===== config.mk =====
export PLATFORM = sky130hd
export DESIGN_NAME = hsv_to_rgb_pwm_driver
export DESIGN_NICKNAME = d
export VERILOG_FILES = /design/src/design/hsvpwm_pkg.sv /design/src/design/hsvpwm_front.sv /design/src/design/hsvpwm_fifo.sv /design/src/design/hsvpwm_back.sv /design/src/design/hsv_to_rgb_pwm_driver.sv
export SDC_FILE = /design/constraint.sdc
export NUM_CORES = 1
export LEC_CHECK = 0
export BUFFER_PORTS_ARGS = -buffer_cell sky130_fd_sc_hd__buf_2
export CAP_MARGIN = 20
export CORE_ASPECT_RATIO = 0.6
export CORE_MARGIN = 5
export CORE_UTILIZATION = 60
export CTS_CLUSTER_SIZE = 28
export DETAILED_ROUTE_END_ITERATION = 7
export GPL_ROUTABILITY_DRIVEN = 0
export GPL_TIMING_DRIVEN = 0
export PLACE_DENSITY = 0.74
export REMOVE_ABC_BUFFERS = 1
export SYNTH_ARGS = -nofsm -noshare
export SYNTH_HDL_FRONTEND = slang
export SYNTH_SLANG_ARGS = --single-unit
export TNS_END_PERCENT = 1

===== constraint.sdc =====
create_clock -name clk -period 10.75 [get_ports clk]
set_input_delay 1.075 -clock clk [delete_from_list [all_inputs] [get_ports clk]]
set_output_delay 1.075 -clock clk [all_outputs]
set_load 0.02 [all_outputs]

===== src/design/hsvpwm_pkg.sv =====
`default_nettype none
package hsvpwm_pkg;

	// Queue between the converter and the PWM write sequencer
	localparam int QDEPTH = 4;
	localparam int QPTR_W = $clog2(QDEPTH);
	localparam int QCNT_W = $clog2(QDEPTH + 1);

	// Configuration register indexes
	localparam logic [1:0] CFG_RED   = 2'd0;
	localparam logic [1:0] CFG_GREEN = 2'd1;
	localparam logic [1:0] CFG_BLUE  = 2'd2;

	// Command codes
	localparam logic CMD_RGB = 1'b0;
	localparam logic CMD_HSV = 1'b1;

	typedef struct packed {
		logic       cmd;
		logic [7:0] red;
		logic [7:0] green;
		logic [7:0] blue;
		logic [8:0] hue;
		logic [7:0] saturation;
		logic [7:0] brightness;
	} in_t;

	typedef struct packed {
		logic [3:0]  channel;
		logic [11:0] duty;
		logic        last;
	} out_t;

	typedef struct packed {
		logic [3:0] red_channel;
		logic [3:0] green_channel;
		logic [3:0] blue_channel;
	} cfg_t;

	typedef struct packed {
		logic [7:0] r;
		logic [7:0] g;
		logic [7:0] b;
	} rgb_t;

endpackage
`default_nettype wire


===== src/design/hsvpwm_front.sv =====
`default_nettype none
module hsvpwm_front (
	input  wire logic              clk,
	input  wire logic              arst_n,
	input  wire logic              accept,
	input  wire hsvpwm_pkg::in_t   req,
	output logic                   push,
	output hsvpwm_pkg::rgb_t       push_data
);

	// Sector codes, grey for hue of 360 and above
	localparam logic [2:0] SEC_0    = 3'd0;
	localparam logic [2:0] SEC_1    = 3'd1;
	localparam logic [2:0] SEC_2    = 3'd2;
	localparam logic [2:0] SEC_3    = 3'd3;
	localparam logic [2:0] SEC_4    = 3'd4;
	localparam logic [2:0] SEC_5    = 3'd5;
	localparam logic [2:0] SEC_GREY = 3'd6;

	// Stage 0: sector, position inside the double sector, v*s
	logic [2:0]  sec;
	logic [8:0]  base;
	logic [6:0]  t;
	logic [5:0]  span;
	logic [5:0]  w;
	logic [15:0] prod;

	always_comb begin
		if (req.hue < 9'd60)       sec = SEC_0;
		else if (req.hue < 9'd120) sec = SEC_1;
		else if (req.hue < 9'd180) sec = SEC_2;
		else if (req.hue < 9'd240) sec = SEC_3;
		else if (req.hue < 9'd300) sec = SEC_4;
		else if (req.hue < 9'd360) sec = SEC_5;
		else                       sec = SEC_GREY;
		case (sec)
			SEC_0, SEC_1: base = 9'd0;
			SEC_2, SEC_3: base = 9'd120;
			SEC_4, SEC_5: base = 9'd240;
			default:      base = req.hue;
		endcase
		t    = 7'(req.hue - base);
		span = (t >= 7'd60) ? 6'(t - 7'd60) : 6'(7'd60 - t);
		w    = 6'd60 - span;
		prod = 16'(req.brightness) * 16'(req.saturation);
	end

	logic        vld_s1;
	logic        cmd_s1;
	hsvpwm_pkg::rgb_t rgb_s1;
	logic [2:0]  sec_s1;
	logic [5:0]  w_s1;
	logic [15:0] prod_s1;
	logic [7:0]  v_s1;

	always_ff @(posedge clk or negedge arst_n) begin
		if (!arst_n) begin
			vld_s1 <= 1'b0;
		end else begin
			vld_s1 <= accept;
		end
	end

	always_ff @(posedge clk) begin
		if (accept) begin
			cmd_s1  <= req.cmd;
			rgb_s1  <= '{r: req.red, g: req.green, b: req.blue};
			sec_s1  <= sec;
			w_s1    <= w;
			prod_s1 <= prod;
			v_s1    <= req.brightness;
		end
	end

	// Stage 1: chroma = v*s/255 (exact for products of two 8-bit values), then C*w
	logic [15:0] csum;
	logic [7:0]  chroma;
	logic [13:0] cw;

	always_comb begin
		csum   = prod_s1 + 16'(prod_s1[15:8]) + 16'd1;
		chroma = csum[15:8];
		cw     = 14'(chroma) * 14'(w_s1);
	end

	logic        vld_s2;
	logic        cmd_s2;
	hsvpwm_pkg::rgb_t rgb_s2;
	logic [2:0]  sec_s2;
	logic [7:0]  c_s2;
	logic [7:0]  m_s2;
	logic [13:0] cw_s2;

	always_ff @(posedge clk or negedge arst_n) begin
		if (!arst_n) begin
			vld_s2 <= 1'b0;
		end else begin
			vld_s2 <= vld_s1;
		end
	end

	always_ff @(posedge clk) begin
		if (vld_s1) begin
			cmd_s2 <= cmd_s1;
			rgb_s2 <= rgb_s1;
			sec_s2 <= sec_s1;
			c_s2   <= chroma;
			m_s2   <= v_s1 - chroma;
			cw_s2  <= cw;
		end
	end

	// Stage 2: X = C*w/60 as ((y/4)+1)*4369 >> 16
	logic [11:0] quarter;
	logic [24:0] xprod;

	always_comb begin
		quarter = cw_s2[13:2] + 12'd1;
		xprod   = 25'(quarter) * 25'd4369;
	end

	logic        vld_s3;
	logic        cmd_s3;
	hsvpwm_pkg::rgb_t rgb_s3;
	logic [2:0]  sec_s3;
	logic [7:0]  c_s3;
	logic [7:0]  m_s3;
	logic [7:0]  x_s3;

	always_ff @(posedge clk or negedge arst_n) begin
		if (!arst_n) begin
			vld_s3 <= 1'b0;
		end else begin
			vld_s3 <= vld_s2;
		end
	end

	always_ff @(posedge clk) begin
		if (vld_s2) begin
			cmd_s3 <= cmd_s2;
			rgb_s3 <= rgb_s2;
			sec_s3 <= sec_s2;
			c_s3   <= c_s2;
			m_s3   <= m_s2;
			x_s3   <= xprod[23:16];
		end
	end

	// Stage 3: place C and X by sector, add the offset, or pass direct bytes
	logic [7:0] rr, gg, bb;

	always_comb begin
		rr = 8'd0;
		gg = 8'd0;
		bb = 8'd0;
		case (sec_s3)
			SEC_0: begin rr = c_s3; gg = x_s3; end
			SEC_1: begin rr = x_s3; gg = c_s3; end
			SEC_2: begin gg = c_s3; bb = x_s3; end
			SEC_3: begin gg = x_s3; bb = c_s3; end
			SEC_4: begin rr = x_s3; bb = c_s3; end
			SEC_5: begin rr = c_s3; bb = x_s3; end
			default: ;
		endcase
		push = vld_s3;
		if (cmd_s3 == hsvpwm_pkg::CMD_HSV) begin
			push_data = '{r: rr + m_s3, g: gg + m_s3, b: bb + m_s3};
		end else begin
			push_data = rgb_s3;
		end
	end

endmodule
`default_nettype wire


===== src/design/hsvpwm_fifo.sv =====
`default_nettype none
module hsvpwm_fifo (
	input  wire logic             clk,
	input  wire logic             arst_n,
	input  wire logic             push,
	input  wire hsvpwm_pkg::rgb_t push_data,
	input  wire logic             pop,
	output hsvpwm_pkg::rgb_t      head,
	output logic                  empty
);

	hsvpwm_pkg::rgb_t mem_q [hsvpwm_pkg::QDEPTH];
	logic [hsvpwm_pkg::QPTR_W-1:0] wptr_q, rptr_q;
	logic [hsvpwm_pkg::QCNT_W-1:0] cnt_q;

	// Pointers and fill count; the top level's credit counter keeps it from overflowing
	always_ff @(posedge clk or negedge arst_n) begin
		if (!arst_n) begin
			wptr_q <= '0;
			rptr_q <= '0;
			cnt_q  <= '0;
		end else begin
			if (push) wptr_q <= wptr_q + 1'b1;
			if (pop)  rptr_q <= rptr_q + 1'b1;
			case ({push, pop})
				2'b10:   cnt_q <= cnt_q + 1'b1;
				2'b01:   cnt_q <= cnt_q - 1'b1;
				default: cnt_q <= cnt_q;
			endcase
		end
	end

	always_ff @(posedge clk) begin
		if (push) mem_q[wptr_q] <= push_data;
	end

	assign head  = mem_q[rptr_q];
	assign empty = (cnt_q == '0);

endmodule
`default_nettype wire


===== src/design/hsvpwm_back.sv =====
`default_nettype none
module hsvpwm_back (
	input  wire logic             clk,
	input  wire logic             arst_n,
	input  wire hsvpwm_pkg::cfg_t cfg,
	input  wire hsvpwm_pkg::rgb_t head,
	input  wire logic             empty,
	output logic                  pop,
	output logic                  strobe,
	output hsvpwm_pkg::out_t      result
);

	localparam logic [1:0] PH_RED   = 2'd0;
	localparam logic [1:0] PH_GREEN = 2'd1;
	localparam logic [1:0] PH_BLUE  = 2'd2;

	logic [1:0]  phase_q;
	logic [7:0]  byte_sel;
	logic [3:0]  chan_sel;
	logic [15:0] frac;
	logic [11:0] duty;
	logic        strobe_q;
	hsvpwm_pkg::out_t out_q;

	// Pick the color of this phase; duty = 16*b + b/17 == b*4095/255
	always_comb begin
		case (phase_q)
			PH_GREEN: begin byte_sel = head.g; chan_sel = cfg.green_channel; end
			PH_BLUE:  begin byte_sel = head.b; chan_sel = cfg.blue_channel;  end
			default:  begin byte_sel = head.r; chan_sel = cfg.red_channel;   end
		endcase
		frac = 16'(byte_sel) * 16'd241;
		duty = {byte_sel, 4'd0} + 12'(frac[15:12]);
		pop  = !empty && (phase_q == PH_BLUE);
	end

	// One write per cycle while an entry waits; retire it after blue
	always_ff @(posedge clk or negedge arst_n) begin
		if (!arst_n) begin
			phase_q  <= PH_RED;
			strobe_q <= 1'b0;
		end else begin
			strobe_q <= !empty;
			if (!empty) begin
				phase_q <= (phase_q == PH_BLUE) ? PH_RED : phase_q + 2'd1;
			end
		end
	end

	always_ff @(posedge clk) begin
		if (!empty) begin
			out_q <= '{channel: chan_sel, duty: duty, last: (phase_q == PH_BLUE)};
		end
	end

	assign strobe = strobe_q;
	assign result = out_q;

endmodule
`default_nettype wire


===== src/design/hsv_to_rgb_pwm_driver.sv =====
// Channel   Dir  Handshake            Payload
// request   in   start / busy         req    (hsvpwm_pkg::in_t)
// result    out  strobe, no backpress result (hsvpwm_pkg::out_t)
// config    in   cfg_valid / cfg_ready cfg_index, cfg_data
//
// Each request yields three writes (red, green, blue) on consecutive cycles.
// Up to four requests are taken back to back; the sustained rate is set by
// the write sequencer emitting one write a cycle, three writes per request.
// The red write passes stage registers s1, s2, s3, the queue and the output register.
// arst_n clears pipeline valids, queue, sequencer and channel registers (0).
// busy rises when four requests are held in the converter and the queue.
`default_nettype none
module hsv_to_rgb_pwm_driver (
	input  wire logic              clk,
	input  wire logic              arst_n,
	input  wire logic              start,
	output logic                   busy,
	input  wire hsvpwm_pkg::in_t   req,
	output logic                   strobe,
	output hsvpwm_pkg::out_t       result,
	input  wire logic              cfg_valid,
	output logic                   cfg_ready,
	input  wire logic [1:0]        cfg_index,
	input  wire logic [3:0]        cfg_data
);

	logic accept;
	logic push, pop, empty;
	hsvpwm_pkg::rgb_t push_data, head;
	hsvpwm_pkg::cfg_t cfg_q;
	logic [hsvpwm_pkg::QCNT_W-1:0] credit_q;

	assign cfg_ready = 1'b1;
	assign busy      = (credit_q == hsvpwm_pkg::QCNT_W'(hsvpwm_pkg::QDEPTH));
	assign accept    = start && !busy;

	// Channel registers
	always_ff @(posedge clk or negedge arst_n) begin
		if (!arst_n) begin
			cfg_q <= '0;
		end else if (cfg_valid && cfg_ready) begin
			case (cfg_index)
				hsvpwm_pkg::CFG_RED:   cfg_q.red_channel   <= cfg_data;
				hsvpwm_pkg::CFG_GREEN: cfg_q.green_channel <= cfg_data;
				hsvpwm_pkg::CFG_BLUE:  cfg_q.blue_channel  <= cfg_data;
				default: ;
			endcase
		end
	end

	// Requests in the converter or queue; bounds queue occupancy
	always_ff @(posedge clk or negedge arst_n) begin
		if (!arst_n) begin
			credit_q <= '0;
		end else begin
			case ({accept, pop})
				2'b10:   credit_q <= credit_q + 1'b1;
				2'b01:   credit_q <= credit_q - 1'b1;
				default: credit_q <= credit_q;
			endcase
		end
	end

	hsvpwm_front u_front (
		.clk       (clk),
		.arst_n    (arst_n),
		.accept    (accept),
		.req       (req),
		.push      (push),
		.push_data (push_data)
	);

	hsvpwm_fifo u_fifo (
		.clk       (clk),
		.arst_n    (arst_n),
		.push      (push),
		.push_data (push_data),
		.pop       (pop),
		.head      (head),
		.empty     (empty)
	);

	hsvpwm_back u_back (
		.clk    (clk),
		.arst_n (arst_n),
		.cfg    (cfg_q),
		.head   (head),
		.empty  (empty),
		.pop    (pop),
		.strobe (strobe),
		.result (result)
	);

endmodule
`default_nettype wire


[After elaboration in Yosys (flattened, before gate mapping)]
Memories as Yosys holds them, arrays and structs flattened.
Index checks and enable logic that the tools add are counted.
Operators by class
  add/subtract/negate cells: 19
  multipliers: 4
  magnitude comparators: 7
  equal/unequal tests: 19
  multiplexer cells: 19
  reductions and logical operators: 22
Operator list (number)
  one-hot mux 8 bit (2 select lines): 4
  adder 8 bit: 3
  multiplier 12 x 13 -> 24 bit (second input constant): 1
  two-way mux 24 bit: 1
  one-hot mux 7 bit (3 select lines): 1
  < comparator 9 x 8 -> 1 bit (second input constant): 2
  < comparator 9 bit (second input constant): 2
  OR reduction 2 bit: 9
  adder 16 x 1 -> 16 bit (second input constant): 1
  adder 16 x 8 -> 16 bit: 1
  multiplier 8 x 8 -> 16 bit: 1
  multiplier 8 x 8 -> 16 bit (second input constant): 1
  == test 3 bit (second input constant): 5
  two-way mux 3 bit: 5
  multiplier 8 x 6 -> 14 bit: 1
  adder 12 x 1 -> 12 bit (second input constant): 1
  adder 12 x 4 -> 12 bit: 1
  == test 3 x 2 -> 1 bit (second input constant): 4
  one-hot mux 3 bit (2 select lines): 2
  subtractor 6 bit (first input constant): 2
  zero test 3 bit: 3
  < comparator 9 x 6 -> 1 bit (second input constant): 1
  < comparator 9 x 7 -> 1 bit (second input constant): 1
  == test 2 x 1 -> 1 bit (second input constant): 4
  other kinds (18): 33
Storage, ports and cells
  bits in registers: 213
  bits in writable memories: 96
  input bits: 60
  word-level logic and storage cells: 130
  memories: 1
Memories
  u_fifo.mem_q: depth 4, bits a word 24, read ports 1, clocked after Yosys merged registers in 0, write ports 1, line hsvpwm_fifo.sv:12  | hsvpwm_pkg::rgb_t mem_q [hsvpwm_pkg::QDEPTH];

[Longest topological paths before layout]
  word-level depth: 14
  mapped depth: 25
  gate-level depth less buffers: 25

[Cells and area by module]
A second synthesis with hierarchy kept.
Second synthesis, totals
  cell total of the unflattened synthesis: 1471
  area total of the unflattened synthesis: 18808.0 µm²
By module, submodules not included
  hsvpwm_front: instances 1, cells an instance 1090, area each 12380.6 µm², seq. area each 5059.9 µm²
  hsvpwm_fifo: instances 1, cells an instance 162, area each 3900.0 µm², seq. area each 3057.9 µm²
  hsvpwm_back: instances 1, cells an instance 173, area each 1870.5 µm², seq. area each 585.6 µm²
  hsv_to_rgb_pwm_driver: instances 1, cells an instance 46, area each 656.9 µm², seq. area each 375.4 µm²

[Worst setup path before layout]
No wires, ideal clock.
  path type: flip-flop to flip-flop
  start: reg u_front.prod_s1[9]
  end: reg u_front.cw_s2[13] (data pin)
  library setup time: 0.258 ns
  arrival: 5.238 ns
  required time: 10.492 ns
  slack: 5.254 ns
  cell stages (with the launch flop): 25
  buffers on the path: 0
  cell sequence: edfxtp_1 -> ha_1 -> o21a_1 -> o21a_1 -> o21ai_1 -> a211oi_1 -> o21ai_1 -> nor2_1 -> xor2_1 -> and2_1 -> fa_1 -> inv_1 -> fa_1 -> fa_1 -> inv_1 -> ha_1 -> a21o_1 -> a21oi_1 -> o21bai_1 -> a21oi_1 -> o21bai_1 -> a21oi_1 -> o21bai_1 -> a21oi_1 -> xnor2_1
Between the ends
  cells in the longest elaborated chain, start to end: 3
Ends and longest elaborated chain
  start, declared: line hsvpwm_front.sv:53  | logic [15:0] prod_s1;
  start signal, assigned: line hsvpwm_front.sv:70  | prod_s1 <= prod;
  adder 16 x 8 -> 16 bit: line hsvpwm_front.sv:81  | csum = prod_s1 + 16'(prod_s1[15:8]) + 16'd1;
  adder 16 x 1 -> 16 bit: line hsvpwm_front.sv:81
  named net u_front.csum[12]: line hsvpwm_front.sv:76  | logic [15:0] csum;
  multiplier 8 x 6 -> 14 bit: line hsvpwm_front.sv:83  | cw = 14'(chroma) * 14'(w_s1);
  named net u_front.cw[13]: line hsvpwm_front.sv:78  | logic [13:0] cw;
  end signal, assigned: line hsvpwm_front.sv:109  | cw_s2 <= cw;
  end, declared: line hsvpwm_front.sv:92  | logic [13:0] cw_s2;
The timed path passes the listed nets, and every way through them passes these cells.
A chain may end at the register's enable or synchronous reset.

[Final worst setup path]
  start: reg u_front.prod_s1[14]
  end: reg u_front.cw_s2[13] (data pin)
The elaborated chain is that of the path after synthesis.

==> flow_results.xml <==
<?xml version="1.0" encoding="UTF-8"?>
<metrics>
  <group name="finish">
    <metric name="fillerInstances" unit="">2119</metric>
    <metric name="areaGrowthSynthToFinish" unit="%">10.6</metric>
    <metric name="fin_util" unit="%">67.9</metric>
    <metric name="finalNetCount" unit="">1841</metric>
    <metric name="drive_above_1_share" unit="%">13.3</metric>
    <metric name="antennaDiodeCount" unit="">0</metric>
  </group>
  <group name="clock_network">
    <metric name="root_buffer" unit="">sky130_fd_sc_hd__clkbuf_16</metric>
    <metric name="number_of_sinks_driven_by_the_clock_tree" unit="">307</metric>
    <metric name="ctsResizeCount" unit="">0</metric>
    <metric name="tritoncts" unit="">yes</metric>
    <metric name="cts_buffer_depth" unit="">3</metric>
    <metric name="ctsHoldBuffers" unit="">0</metric>
    <metric name="clk_pin_slew_worst_paths" unit="ns">0.06</metric>
    <metric name="cts_setup_buffers" unit="">0</metric>
    <metric name="cts-buffers-inserted" unit="">28</metric>
    <metric name="worstSkewPairLatency" unit="ns">0.56</metric>
    <metric name="h-tree-depth" unit="">1</metric>
  </group>
  <group name="floorplanning">
    <metric name="chipWidth" unit="um">237</metric>
    <metric name="die_height" unit="um">146</metric>
    <metric name="dieArea" unit="sq um">34600</metric>
    <metric name="floorplan.initialDensity" unit="%">61.4</metric>
    <metric name="core-area" unit="sq um">30200</metric>
    <metric name="design.portCount" unit="">80</metric>
    <metric name="rows" unit="">49</metric>
  </group>
  <group name="synth">
    <metric name="count_of_flip_flops_with_a_built_in_enable_after_synthesis" unit="">279</metric>
    <metric name="synth_seq_area_share" unit="%">48.9</metric>
    <metric name="syn_avg_cell_area" unit="sq um">13.0</metric>
    <metric name="synth_ff_type" unit="">sky130_fd_sc_hd__edfxtp_1</metric>
    <metric name="post_synth_num_cell_types" unit="">67</metric>
    <metric name="async_reset_ff_share" unit="%">9.12</metric>
    <metric name="yosysWarningCount" unit="">0</metric>
    <metric name="synthesis_stage_register_bit_count" unit="">307</metric>
    <metric name="synth_area" unit="sq um">18500</metric>
    <metric name="synthCells" unit="">1425</metric>
  </group>
  <group name="global_routing">
    <metric name="grt_pass1_vias" unit="">11188</metric>
    <metric name="first_pass_grt_wire_length" unit="um">59800</metric>
    <metric name="grt-ovfl-total" unit="">0</metric>
    <metric name="grt_use_total" unit="%">21.4</metric>
    <metric name="grt_start_max_net_pins" unit="">47</metric>
    <metric name="number_of_antenna_violations_at_the_first_check_in_global_routing" unit="">0</metric>
  </group>
  <group name="sta">
    <metric name="finalWorstPathRequiredPeriod" unit="ns">6.38</metric>
    <metric name="setup_violations" unit="">0</metric>
    <metric name="finalCritPeriodShare" unit="%">59.4</metric>
    <metric name="timing.slew.headroom" unit="%">27.3</metric>
    <metric name="final_max_slew_viol_count" unit="">0</metric>
    <metric name="report.final.hold_viol_count" unit="">0</metric>
    <metric name="whs" unit="ns">0.418</metric>
    <metric name="worstMarginPinSlew" unit="ns">1.09</metric>
    <metric name="clock.fmax" unit="GHz">0.157</metric>
    <metric name="rsz0062_at_grt" unit="">false</metric>
    <metric name="setup-tns-final" unit="ns">0</metric>
    <metric name="clock_skew" unit="ns">0.0222</metric>
  </group>
  <group name="worst_hold_path">
    <metric name="timing.hold.worst.start" unit="">u_front.rgb_s2[10]</metric>
    <metric name="type_of_the_tightest_min_delay_check" unit="">register to register</metric>
  </group>
  <group name="setup_path">
    <metric name="worstPathMaxFanout" unit="">8</metric>
    <metric name="arrival" unit="ns">6.68</metric>
    <metric name="end_kind" unit="">register</metric>
    <metric name="critical_path.startpoint_type" unit="">register</metric>
    <metric name="crit_type" unit="">register to register</metric>
    <metric name="crit_required" unit="ns">11.05</metric>
    <metric name="worstReg2RegStart" unit="">u_front.prod_s1[14]</metric>
    <metric name="worstSetupStartpoint" unit="">u_front.prod_s1[14]</metric>
  </group>
  <group name="route">
    <metric name="detail_route.drc_violations" unit="">0</metric>
    <metric name="wl_per_cell" unit="um">18.7</metric>
    <metric name="drt_iter0_markers" unit="">1036</metric>
    <metric name="avgViaCountPerCell" unit="">5.66</metric>
    <metric name="ant_nets" unit="">0</metric>
    <metric name="firstDrtPassIters" unit="">5</metric>
    <metric name="routed-via-count" unit="">10986</metric>
    <metric name="postRouteWirelength" unit="um">36300</metric>
  </group>
  <group name="placed_design">
    <metric name="detailed_placement_hpwl" unit="um">27400</metric>
    <metric name="io_buffers" unit="">78</metric>
  </group>
  <group name="status">
    <metric name="run_status" unit="">finished, final reports clean</metric>
  </group>
  <group name="job">
    <metric name="maxcap_viol_count" unit="">0</metric>
  </group>
</metrics>
Yosys cell counts (18+ instances only):
library cell / count / share of area (%)
sky130_fd_sc_hd__mux2_2: 32 / 1.9
sky130_fd_sc_hd__fa_1: 88 / 9.5
sky130_fd_sc_hd__and2_1: 64 / 2.2
sky130_fd_sc_hd__ha_1: 178 / 12
sky130_fd_sc_hd__a21oi_1: 66 / 1.8
sky130_fd_sc_hd__xor2_1: 31 / 1.5
sky130_fd_sc_hd__a21o_1: 18 / 0.73
sky130_fd_sc_hd__dfrtp_1: 28 / 3.8
sky130_fd_sc_hd__o21bai_1: 18 / 0.73
sky130_fd_sc_hd__edfxtp_1: 279 / 45
sky130_fd_sc_hd__nand2_1: 108 / 2.2
sky130_fd_sc_hd__mux2i_1: 24 / 1.3
sky130_fd_sc_hd__inv_1: 157 / 3.2
sky130_fd_sc_hd__nor2_1: 50 / 1.0
sky130_fd_sc_hd__o21ai_0: 22 / 0.59
sky130_fd_sc_hd__mux4_2: 24 / 2.9
sky130_fd_sc_hd__xnor2_1: 70 / 3.3
state kept, by name, summed over array words and instances, names as in the netlist, 12 cells and up:
signal / cells
u_fifo.mem_q: 96
u_front.rgb_s2: 24
u_front.prod_s1: 16
u_front.cw_s2: 12
cfg_q: 12
u_front.rgb_s1: 24
u_front.rgb_s3: 24
u_back.result: 17
worst max-delay path: stages, from the launching register on:
cell and delay (ns):
sky130_fd_sc_hd__edfxtp_1 0.47, sky130_fd_sc_hd__ha_1 0.34, sky130_fd_sc_hd__o21a_1 0.17, sky130_fd_sc_hd__o21ai_0 0.40, sky130_fd_sc_hd__o21ai_0 0.24, sky130_fd_sc_hd__o21ai_1 0.30, sky130_fd_sc_hd__nor2_1 0.17, sky130_fd_sc_hd__xor2_1 0.56
sky130_fd_sc_hd__nand2_1 0.17, sky130_fd_sc_hd__fa_1 0.52, sky130_fd_sc_hd__inv_1 0.05, sky130_fd_sc_hd__ha_1 0.27, sky130_fd_sc_hd__inv_1 0.05, sky130_fd_sc_hd__fa_1 0.54, sky130_fd_sc_hd__inv_1 0.07, sky130_fd_sc_hd__fa_1 0.45
sky130_fd_sc_hd__a21o_1 0.19, sky130_fd_sc_hd__a21oi_1 0.22, sky130_fd_sc_hd__o21bai_1 0.09, sky130_fd_sc_hd__a21oi_1 0.22, sky130_fd_sc_hd__o21bai_1 0.08, sky130_fd_sc_hd__a21oi_1 0.24, sky130_fd_sc_hd__o21bai_1 0.09, sky130_fd_sc_hd__a21oi_1 0.18
sky130_fd_sc_hd__xnor2_1 0.08
metal layers:
metal	up-vias	routed length [um]	track usage (%)
li1	5217	-	-
met1	5400	18100	35.2
met2	333	15300	31.0
met3	36	2520	3.24
met4	0	402	2.80
met5	-	0	0
path summary, 6_finish.rpt:
kind / endpoint / slack [ns] / cells after the start
worst min-delay path: u_front.rgb_s3[10] / 0.42 / 0
min in group asynchronous: credit_q[1] / 0.52 / 1
worst min register to register: u_front.rgb_s3[10] / 0.42 / 0
worst max-delay path: u_front.cw_s2[13] / 4.37 / 24
worst max register to register: u_front.cw_s2[13] / 4.37 / 24
max in group asynchronous: u_front.vld_s2 / 9.79 / 1
stage by stage:
stage          cells  worst slack [ns]  cell area [sq um]
6_report        1940              4.37              20500
3_5_place_dp    1892              4.37              19500
5_1_grt         1940              3.72              20500
2_1_floorplan   1397              5.09              18400
3_3_place_gp    1883              4.22              19300
4_1_cts         1939              4.37              20500
placed cells by master, fill, tap and decap left out, drive strengths merged, types with 31 or more instances in the layout:
master,instances
edfxtp,279
ha,178
inv,158
fa,88
a21oi,67
nor2,50
mux2,33
xnor2,72
nand2,108
and2,64
buf,88
xor2,31
final cells by class:
type,count,area [sq um],share of cell area (%)
Timing Repair Buffer,88,623,3.04
Clock buffer,30,708,3.45
Inverter,157,589,2.87
Clock inverter,17,249,1.21
Tap cell,408,510,2.49
Sequential cell,307,9080,44.3
Multi-Input combinational cell,933,8750,42.7
logic make-up (layout without fill, tap and decap cells):
family	after synthesis	count (layout)	share of synthesized area, %
flip-flops	307	307	48.9
buffers and inverters	186	292	3.90
adder cells (fa/ha/maj)	266	266	21.5
AND/OR/NAND/NOR	291	291	7.67
AO/OA/AOI/OAI	190	190	6.79
XOR/XNOR	103	103	4.94
other	1	2	0.0202
multiplexers	81	81	6.23
Power is left out: the tool's default activity adds up to more than one toggle a clock period on the data nets, which glitch-free logic cannot reach.
